## src/design/pfgr_pkg.sv

```systemverilog
// Shared types, request codes and the 8x16 glyph ROM for the page framebuffer renderer.
// No dependencies.
package pfgr_pkg;

  // Store geometry
  localparam int STORE_DEPTH  = 1024;
  localparam int STORE_AW     = $clog2(STORE_DEPTH);
  localparam int GLYPH_SPACE  = 14;

  // Request codes
  localparam logic [1:0] REQ_CLEAR = 2'd0;
  localparam logic [1:0] REQ_PIXEL = 2'd1;
  localparam logic [1:0] REQ_GLYPH = 2'd2;
  localparam logic [1:0] REQ_READ  = 2'd3;

  typedef struct packed {
    logic [1:0] req_type;
    logic [7:0] pix_x;
    logic [7:0] pix_y;
    logic       pixel_on;
    logic [7:0] char_code;
    logic [9:0] byte_index;
  } in_item_t;

  typedef struct packed {
    logic       status;
    logic [7:0] read_byte;
  } out_item_t;

  // Store port request, sequencer to memory
  typedef struct packed {
    logic                re;
    logic                we;
    logic [STORE_AW-1:0] addr;
    logic [7:0]          wdata;
  } mem_req_t;

  // Glyph ROM: 16 glyphs x 16 bytes, column-major, bit 0 at the top.
  // Bytes 0..7 are the upper eight rows, bytes 8..15 the lower eight.
  localparam logic [7:0] GLYPH_ROM [0:255] = '{
    8'h00,8'hE0,8'h10,8'h08,8'h08,8'h10,8'hE0,8'h00,
    8'h00,8'h0F,8'h10,8'h20,8'h20,8'h10,8'h0F,8'h00,
    8'h00,8'h10,8'h10,8'hF8,8'h00,8'h00,8'h00,8'h00,
    8'h00,8'h20,8'h20,8'h3F,8'h20,8'h20,8'h00,8'h00,
    8'h00,8'h70,8'h08,8'h08,8'h08,8'h88,8'h70,8'h00,
    8'h00,8'h30,8'h28,8'h24,8'h22,8'h21,8'h30,8'h00,
    8'h00,8'h30,8'h08,8'h88,8'h88,8'h48,8'h30,8'h00,
    8'h00,8'h18,8'h20,8'h20,8'h20,8'h11,8'h0E,8'h00,
    8'h00,8'h00,8'hC0,8'h20,8'h10,8'hF8,8'h00,8'h00,
    8'h00,8'h07,8'h04,8'h24,8'h24,8'h3F,8'h24,8'h00,
    8'h00,8'hF8,8'h08,8'h88,8'h88,8'h08,8'h08,8'h00,
    8'h00,8'h19,8'h21,8'h20,8'h20,8'h11,8'h0E,8'h00,
    8'h00,8'hE0,8'h10,8'h88,8'h88,8'h18,8'h00,8'h00,
    8'h00,8'h0F,8'h11,8'h20,8'h20,8'h11,8'h0E,8'h00,
    8'h00,8'h38,8'h08,8'h08,8'hC8,8'h38,8'h08,8'h00,
    8'h00,8'h00,8'h00,8'h3F,8'h00,8'h00,8'h00,8'h00,
    8'h00,8'h70,8'h88,8'h08,8'h08,8'h88,8'h70,8'h00,
    8'h00,8'h1C,8'h22,8'h21,8'h21,8'h22,8'h1C,8'h00,
    8'h00,8'hE0,8'h10,8'h08,8'h08,8'h10,8'hE0,8'h00,
    8'h00,8'h00,8'h31,8'h22,8'h22,8'h11,8'h0F,8'h00,
    8'h00,8'h00,8'h00,8'h00,8'h00,8'h00,8'h00,8'h00,
    8'h00,8'h30,8'h30,8'h00,8'h00,8'h00,8'h00,8'h00,
    8'h00,8'h00,8'h00,8'h18,8'h24,8'h18,8'h00,8'h00,
    8'h00,8'h00,8'h00,8'h00,8'h00,8'h00,8'h00,8'h00,
    8'h00,8'hE0,8'h10,8'h08,8'h08,8'h10,8'h20,8'h00,
    8'h00,8'h0F,8'h10,8'h20,8'h20,8'h10,8'h08,8'h00,
    8'h00,8'hF0,8'h08,8'h08,8'hF0,8'h00,8'hC0,8'h30,
    8'h00,8'h18,8'h26,8'h21,8'h1E,8'h02,8'h01,8'h00,
    8'h00,8'h00,8'h00,8'h00,8'h00,8'h00,8'h00,8'h00,
    8'h00,8'h00,8'h00,8'h00,8'h00,8'h00,8'h00,8'h00,
    8'h00,8'h00,8'h00,8'hC0,8'hC0,8'h00,8'h00,8'h00,
    8'h00,8'h00,8'h00,8'h30,8'h30,8'h00,8'h00,8'h00
  };

  // Character code to glyph slot; unknown codes draw as space
  function automatic logic [3:0] glyph_index(input logic [7:0] code);
    logic [3:0] gi;
    gi = 4'(GLYPH_SPACE);
    case (code) inside
      [8'h30:8'h39]: gi = code[3:0];
      8'h2E:         gi = 4'd10;
      8'hB0:         gi = 4'd11;
      8'h43:         gi = 4'd12;
      8'h25:         gi = 4'd13;
      8'h20:         gi = 4'd14;
      8'h3A:         gi = 4'd15;
      default:       gi = 4'(GLYPH_SPACE);
    endcase
    return gi;
  endfunction

endpackage

```

## src/design/pfgr_ctrl.sv

```systemverilog
// Request sequencer: clear sweep, pixel and glyph read-modify-write, byte read.
// Depends on pfgr_pkg; drives the pfgr_store port.
module pfgr_ctrl
  import pfgr_pkg::*;
#(
  parameter int SCREEN_WIDTH  = 128,
  parameter int SCREEN_HEIGHT = 64,
  parameter int PAGE_COUNT    = 8
) (
  input  logic       clk,
  input  logic       rst_n,
  input  logic       start,
  input  in_item_t   in_req,
  output logic       busy,
  output logic       out_strobe,
  output out_item_t  out_res,
  output mem_req_t   mem_req,
  input  logic [7:0] mem_rdata
);

  localparam logic [8:0] WIDTH_L  = 9'(SCREEN_WIDTH);
  localparam logic [8:0] HEIGHT_L = 9'(SCREEN_HEIGHT);
  localparam logic [5:0] PAGES_L  = 6'(PAGE_COUNT);
  localparam logic [15:0] DEPTH_L = 16'(STORE_DEPTH);

  typedef enum logic [4:0] {
    S_IDLE  = 5'b00001,
    S_CLEAR = 5'b00010,
    S_RD    = 5'b00100,
    S_WR    = 5'b01000,
    S_RBW   = 5'b10000
  } state_t;

  state_t              state_r, state_nxt;
  in_item_t            item_r, item_nxt;
  logic [2:0]          col_r, col_nxt;
  logic [1:0]          pg_r, pg_nxt;
  logic [STORE_AW-1:0] clr_cnt_r, clr_cnt_nxt;
  logic                report_r, report_nxt;
  logic [STORE_AW-1:0] addr_r, addr_nxt;
  logic                ok_r, ok_nxt;
  logic [7:0]          set_r, set_nxt;
  logic [7:0]          clr_r, clr_nxt;
  logic                out_strobe_r, out_strobe_nxt;
  out_item_t           out_r, out_nxt;

  // Step address and bit masks
  logic        glyph_mode;
  logic [3:0]  gi;
  logic [15:0] gcol;
  logic [23:0] gshift;
  logic [7:0]  gbyte;
  logic [8:0]  px;
  logic [5:0]  page;
  logic [7:0]  bits;
  logic [7:0]  rowmask;
  logic [15:0] addr_full;
  logic [7:0]  hit;
  logic        step_ok;
  logic        accept;

  assign accept     = start && (state_r == S_IDLE);
  assign glyph_mode = (item_r.req_type == REQ_GLYPH);
  assign gi         = glyph_index(item_r.char_code);
  assign gcol       = {GLYPH_ROM[{gi, 1'b1, col_r}], GLYPH_ROM[{gi, 1'b0, col_r}]};
  assign gshift     = {8'd0, gcol} << item_r.pix_y[2:0];

  always_comb begin
    case (pg_r)
      2'd0:    gbyte = gshift[7:0];
      2'd1:    gbyte = gshift[15:8];
      default: gbyte = gshift[23:16];
    endcase
  end

  assign px   = {1'b0, item_r.pix_x} + (glyph_mode ? {6'd0, col_r} : 9'd0);
  assign page = {1'b0, item_r.pix_y[7:3]} + (glyph_mode ? {4'd0, pg_r} : 6'd0);
  assign bits = glyph_mode ? gbyte : (8'd1 << item_r.pix_y[2:0]);

  // Rows below the screen bottom are dropped bit by bit
  always_comb begin
    for (int b = 0; b < 8; b++) begin
      rowmask[b] = ({page, 3'(b)} < HEIGHT_L);
    end
  end

  assign addr_full = {7'd0, px} + 16'(page) * 16'(WIDTH_L);
  assign hit       = bits & rowmask;
  assign step_ok   = (px < WIDTH_L) && (page < PAGES_L) && (addr_full < DEPTH_L) && (|hit);

  // Sequencer
  always_comb begin
    state_nxt      = state_r;
    item_nxt       = item_r;
    col_nxt        = col_r;
    pg_nxt         = pg_r;
    clr_cnt_nxt    = clr_cnt_r;
    report_nxt     = report_r;
    addr_nxt       = addr_r;
    ok_nxt         = ok_r;
    set_nxt        = set_r;
    clr_nxt        = clr_r;
    out_strobe_nxt = 1'b0;
    out_nxt        = out_r;
    mem_req        = '0;

    unique case (state_r)
      S_IDLE: begin
        if (accept) begin
          item_nxt = in_req;
          col_nxt  = '0;
          pg_nxt   = '0;
          unique case (in_req.req_type)
            REQ_CLEAR: begin
              clr_cnt_nxt = '0;
              report_nxt  = 1'b1;
              state_nxt   = S_CLEAR;
            end
            REQ_READ: begin
              mem_req.re   = 1'b1;
              mem_req.addr = in_req.byte_index[STORE_AW-1:0];
              state_nxt    = S_RBW;
            end
            default: begin
              state_nxt = S_RD;
            end
          endcase
        end
      end
      S_CLEAR: begin
        mem_req.we    = 1'b1;
        mem_req.addr  = clr_cnt_r;
        mem_req.wdata = 8'd0;
        clr_cnt_nxt   = clr_cnt_r + 1'b1;
        if (&clr_cnt_r) begin
          state_nxt      = S_IDLE;
          out_strobe_nxt = report_r;
          out_nxt        = '0;
        end
      end
      S_RD: begin
        mem_req.re   = 1'b1;
        mem_req.addr = addr_full[STORE_AW-1:0];
        addr_nxt     = addr_full[STORE_AW-1:0];
        ok_nxt       = step_ok;
        set_nxt      = (glyph_mode || item_r.pixel_on) ? hit : 8'd0;
        clr_nxt      = (glyph_mode || item_r.pixel_on) ? 8'd0 : hit;
        state_nxt    = S_WR;
      end
      S_WR: begin
        mem_req.we    = ok_r;
        mem_req.addr  = addr_r;
        mem_req.wdata = (mem_rdata | set_r) & ~clr_r;
        if (!glyph_mode) begin
          state_nxt      = S_IDLE;
          out_strobe_nxt = 1'b1;
          out_nxt.status    = !ok_r;
          out_nxt.read_byte = 8'd0;
        end else if (pg_r == 2'd2) begin
          pg_nxt = '0;
          if (&col_r) begin
            state_nxt      = S_IDLE;
            out_strobe_nxt = 1'b1;
            out_nxt        = '0;
          end else begin
            col_nxt   = col_r + 1'b1;
            state_nxt = S_RD;
          end
        end else begin
          pg_nxt    = pg_r + 1'b1;
          state_nxt = S_RD;
        end
      end
      S_RBW: begin
        state_nxt         = S_IDLE;
        out_strobe_nxt    = 1'b1;
        out_nxt.status    = 1'b0;
        out_nxt.read_byte = mem_rdata;
      end
      default: begin
        state_nxt = S_IDLE;
      end
    endcase
  end

  // Control state; reset starts the clearing pass
  always_ff @(posedge clk) begin
    if (!rst_n) begin
      state_r      <= S_CLEAR;
      clr_cnt_r    <= '0;
      report_r     <= 1'b0;
      out_strobe_r <= 1'b0;
      col_r        <= '0;
      pg_r         <= '0;
    end else begin
      state_r      <= state_nxt;
      clr_cnt_r    <= clr_cnt_nxt;
      report_r     <= report_nxt;
      out_strobe_r <= out_strobe_nxt;
      col_r        <= col_nxt;
      pg_r         <= pg_nxt;
    end
  end

  // Payload registers
  always_ff @(posedge clk) begin
    item_r <= item_nxt;
    addr_r <= addr_nxt;
    ok_r   <= ok_nxt;
    set_r  <= set_nxt;
    clr_r  <= clr_nxt;
    out_r  <= out_nxt;
  end

  assign busy       = (state_r != S_IDLE);
  assign out_strobe = out_strobe_r;
  assign out_res    = out_r;

endmodule

```

## config.mk

```make
export PLATFORM = sky130hd
export DESIGN_NAME = pfgr_ctrl
export DESIGN_NICKNAME = d
export VERILOG_FILES = /design/src/design/pfgr_pkg.sv /design/src/design/pfgr_ctrl.sv
export SDC_FILE = /design/constraint.sdc
export NUM_CORES = 1
export LEC_CHECK = 0
export ABC_AREA = 1
export BUFFER_PORTS_ARGS = -buffer_cell sky130_fd_sc_hd__buf_2
export CAP_MARGIN = 20
export CORE_ASPECT_RATIO = 0.6
export CORE_MARGIN = 3
export CORE_UTILIZATION = 35
export CTS_BUF_LIST = sky130_fd_sc_hd__clkbuf_2 sky130_fd_sc_hd__clkbuf_4 sky130_fd_sc_hd__clkbuf_8
export CTS_CLUSTER_DIAMETER = 80
export DETAILED_ROUTE_END_ITERATION = 8
export SETUP_SLACK_MARGIN = 0.3
export SLEW_MARGIN = 20
export SYNTH_ARGS = -nofsm -noshare
export SYNTH_HDL_FRONTEND = slang
export SYNTH_SLANG_ARGS = --single-unit
```

## constraint.sdc

```tcl
create_clock -name clk -period 6.1 [get_ports clk]
set_input_delay 0 -clock clk [delete_from_list [all_inputs] [get_ports clk]]
set_output_delay 0 -clock clk [all_outputs]
set_load 0.01 [all_outputs]
```

* Word-level counts from Yosys, hierarchy flattened *
Memory sizes are Yosys's and may differ from the RTL's.
Index checks and enable logic that the tools add are counted.

storage, ports and cells
  register bits after elaboration = 85
  ROM bits = 4096
  bits of input ports = 48
  memories = 2

memory list
  memory           depth  bits a word  read ports  clocked after memory_dff  wr ports  RTL line         RTL
  (no name shown)  256    8            1           0                         0         pfgr_ctrl.sv:65  assign gcol = {GLYPH_ROM[{gi, 1'b1, col_r}], GLYPH_ROM[{gi, 1'b0, col_r}]};
  (no name shown)  256    8            1           0                         0         pfgr_ctrl.sv:65

operators by class
  add/sub/neg operators = 6
  magnitude comparators = 15
  equality and inequality tests = 24
  shifts and indexed selects = 2
  mux-type cells = 52
  bitwise logic cells = 6
  reduce and logical (&&, ||, !) cells = 22

operator list
  cell                                                                             number
  9-bit by 7-bit less-than comparator with 1-bit output (second input constant)    8
  8-bit 2-to-1 mux                                                                 6
  10-bit 2-to-1 mux                                                                4
  10-bit case mux with 4 select lines                                              1
  9-bit 2-to-1 mux                                                                 4
  8-bit by 6-bit equality test with 1-bit output (second input constant)           4
  9-bit case mux with 3 select lines                                               1
  16-bit by 3-bit left shift with 24-bit output                                    1
  5-bit 2-to-1 mux                                                                 4
  10-bit case mux with 2 select lines                                              1
  5-bit case mux with 4 select lines                                               1
  9-bit greater-or-equal comparator (second input constant)                        2
  3-bit 2-to-1 mux                                                                 6
  8-bit NOT with 9-bit output                                                      2
  8-bit AND                                                                        2
  4-bit 2-to-1 mux                                                                 4
  8-bit case mux with 2 select lines                                               1
  9-bit by 13-bit adder with 14-bit output                                         1
  14-bit by 11-bit less-than comparator with 1-bit output (second input constant)  1
  3-bit AND reduction                                                              4
  10-bit by 1-bit adder with 10-bit output (second input constant)                 1
  2-bit 2-to-1 mux                                                                 5
  2-bit inequality test (second input constant)                                    5
  5-bit case mux with 2 select lines                                               1
  other kinds (39)                                                                 57

* Depth between registers and ports, before layout *
  word-level depth = 18
  gate-level depth with buffers = 25
  gate-level depth less buffers = 25

* Worst setup path before layout *
OpenSTA, ideal clock, no wires.

  path type = flip-flop to output port
  from = register state_r[0]
  to = output port mem_req[14] in the netlist's numbering
  arrival = 4.559 ns
  data required time = 6.100 ns
  slack = 1.541 ns
  stages on the path, launching flop included = 6
  cells stage by stage = dfxtp_1 nor2_1 inv_1 nor4_1 inv_1 o2111ai_1

RTL lines
  what                      RTL line          RTL
  start: declaration        pfgr_ctrl.sv:34   state_t state_r, state_nxt;
  start signal: assignment  pfgr_ctrl.sv:196  state_r <= state_nxt;
  end: declaration          pfgr_ctrl.sv:17   output mem_req_t mem_req,

==> results.md <==
- Outcome: finished clean
- Root Buffer: clkbuf_8
- Hold Vio Cnt, Final: 0
- Total power: roughly 0.0012 W
- Post-DR wirelength/cell: 14.7 um
- Shortest period the worst path allows: about 4.4 ns
- Setup crit start: item_r[35]
- Number of global-route vias before repair: between 5000 and 6000
- Power Internal: around 0.0009 W
- WP data required: approximately 6.1 ns
- CP Class: flop to primary output
- Worst skew pair latency: about 0.37 ns
- H-tree depth: 3
- Global-route wire length before repair: a little under 30 mm
- Synth cell types: just over 40
- Vias/cell: between 5 and 6
- Post-synth ARST share: 0%
- Synth top area share: between 30 and 40%
- Max clock buf depth: 2
- CTS tree: yes
- Worst-path clk slew: 0.09 ns
- Total CTS buffers: 9
- Die footprint: about 19000 sq um
- Share of cells above drive strength 1: roughly an eighth
- GRT Overall Usage: about a fifth
- PD cells: 169 nW/um^2
- Max Slew Vio Count: 0
- Startpoint class of the critical path: flop
- Antenna viol nets, final: 0
- Synthesis-to-finish area growth: 18.6%
- RSZ-0062 raised after global routing: false
- Max-Cap Viols: 0
- Sw Ratio: 26.5%
- Seq pwr share: between 50% and 60%
- DR vias: between 6000 and 7000
- R2r startpoint: item_r[35]
- Filler cells: approximately 1700
- Synthesized flop and latch total: between 80 and 90
- Most used flip-flop cell after synthesis: edfxtp_1
- Die width: between 150 and 200 um
- Gp weighted congestion: a little under 1
- Most common cell after layout, fill and taps aside: nand2_1
- # IOs: 79
- Sequential area share after synthesis: between 30% and 40%
- End-of-flow core utilization: between 40% and 50%
- Dominant cells by area after synthesis: edfxtp_1 31%, nand2_1 16%, nand3_1 11%
- FMAX: 225 MHz
- Worst hold path type: input port to flop
- Place WS: slightly above 2 ns
- Worst-Margin Slew: roughly 0.88 ns
- Final TNS setup: 0 ns
- Critical path arrival: about 4.4 ns
- First-pass iteration count of the detailed router: 5
- Setup Skew: 0.0162 ns
- Peak supply drop: roughly 97 uV
- Comb power frac: between 10% and 20%
- Initial antenna violation count: 0
- NetSw: 0.000326 W
- Largest net degree at the start of global routing: 30
- Warnings, synthesis: 0
- Synth Area per Inst: roughly 7 sq um
- Max FO, Critical Path: 15
- Worst hold start: start
- Clock sinks: 85
- Grt total ovfl: 0
- Post-Syn Area: just over 6000 sq um
- Final setup viols: 0
- Worst setup margin: between 1.5 and 2 ns
- Standard-cell row count: 36
- Fin crit share: between 70 and 80%
- HPWL after DPL: between 10 and 15 mm
- # nets final: 1054
- Reg area: 2330 sq um
- Synth Instances: between 800 and 900
- Syn_nets: 952
- Core area: ~17000 sq um
- Leak pwr: around 3.4 nW
- DRT iter0 DRCs: roughly 650
- Slew HR: around two fifths
- DRC viols: 0
- Inserted Diodes: 0
- Clock share of power: between 30% and 40%
- Multi-input gate area: ~3200 sq um
- PortBufs: 78
- CP endpoint kind: primary output
- Starting density of the core: 36.7%
- Final hold slack: between 0.02 and 0.03 ns
- Die height: roughly 110 um
- EDFF count, synth: between 60 and 70
- Commonest non-fill, non-tap cells in the layout: 255 x nand2_1, 131 x nand3_1, 108 x nor2_1
- Routed WL: roughly 18 mm
- Cell taking the most area after synthesis: edfxtp_1
cells in the mapped netlist, types with 2 or more instances:
cell type and n:
nand4_1 7, or2_2 4, nor2_1 109, inv_1 98
a21oi_2 2, nand2_2 6, ha_1 19, buf_6 3
dfxtp_1 22, inv_2 4, nor2_4 3, nand2_1 255
a21oi_1 37, o221ai_1 2, o2111ai_1 4, o21ai_0 17
xor2_1 6, nor2_2 4, nor3_1 16, o21ai_1 8
buf_2 12, fa_1 3, nor4_1 3, buf_4 3
a22oi_1 6, clkinv_1 5, o211ai_1 4, clkbuf_1 11
a211oi_1 5, nand3_1 131, edfxtp_1 63
final timing paths:
kind             endpoint  slack, ns  cells past startpoint
max           mem_req[17]       1.67                     19
min            state_r[0]       0.03                      4
max reg2reg     addr_r[9]       2.01                     18
min reg2reg  clr_cnt_r[5]       0.49                      1
area by class of cell:
class	instances	share of cell area [%]
clock inverter	5	0.827
inverter	107	5.53
timing repair buffer	120	11.0
tap	228	3.93
sequential	85	32.1
clock buffer	11	1.91
multi-input combinational	661	44.7
flip-flops by register name, indices dropped and copies added, names as in the netlist:
| name | cells |
|---|---|
| pg_r | 2 |
| report_r | 1 |
| clr_cnt_r | 10 |
| ok_r | 1 |
| item_r | 27 |
| out_strobe | 1 |
| out_res | 9 |
| clr_r | 8 |
| set_r | 8 |
| addr_r | 10 |
| state_r | 5 |
| col_r | 3 |
power groups by stage:
stage                     sequential (W)  clock [W]  combinational [W]
after floorplan                 0.000664          0          0.0000782
after global routing            0.000651   0.000451           0.000180
after detailed placement        0.000662          0           0.000140
after global placement          0.000662          0           0.000140
after CTS                       0.000649   0.000430           0.000158
final                           0.000649   0.000421           0.000160
through the flow:
stage	area (sq um)	instances
4_1_cts	7260	1217
2_1_floorplan	6120	882
6_report	7260	1217
3_5_place_dp	6700	1165
3_3_place_gp	6700	1165
5_1_grt	7260	1217
critical path, cell delays in order, from the launching register on:
cell and delay, ns:
edfxtp_1 0.36, nor2_1 0.68, inv_1 0.40, nor2_1 0.28
ha_1 0.19, a21oi_1 0.06, and2_1 0.15, or2_2 0.30
nor2_1 0.09, nand2_1 0.07, nor2_1 0.12, xor2_1 0.09
inv_1 0.06, ha_1 0.16, inv_1 0.05, fa_1 0.36
or2_2 0.30, nand2_1 0.08, o2111ai_1 0.10, buf_2 0.16
kinds of logic (layout without fill, tap and decap cells):
family | after synthesis | count (layout) | share of synthesized area (%)
AO/OA/AOI/OAI | 91 | 91 | 9.04
adder cells (fa/ha/maj) | 22 | 22 | 4.87
XOR/XNOR | 7 | 7 | 1.00
flip-flops | 85 | 85 | 38.1
buffers and inverters | 136 | 243 | 9.14
AND/OR/NAND/NOR | 541 | 541 | 37.9
metal layers:
metal  up-vias  track usage, %  share of wire [%]
met1      2726            29.7                 51
met5         -               0                  0
met3        13            6.07                 11
li1       3104               -                  -
met2       297            26.1                 37
met4         0            2.91               0.71
what timing repair did:
action                                 4_1_cts  5_1_grt
hold buffers                                36        0
endpoints found under the hold margin       37        0
buffers inserted                             0        0
resized for setup                            0        0
Note: power is estimated with default switching activity, not from simulation.
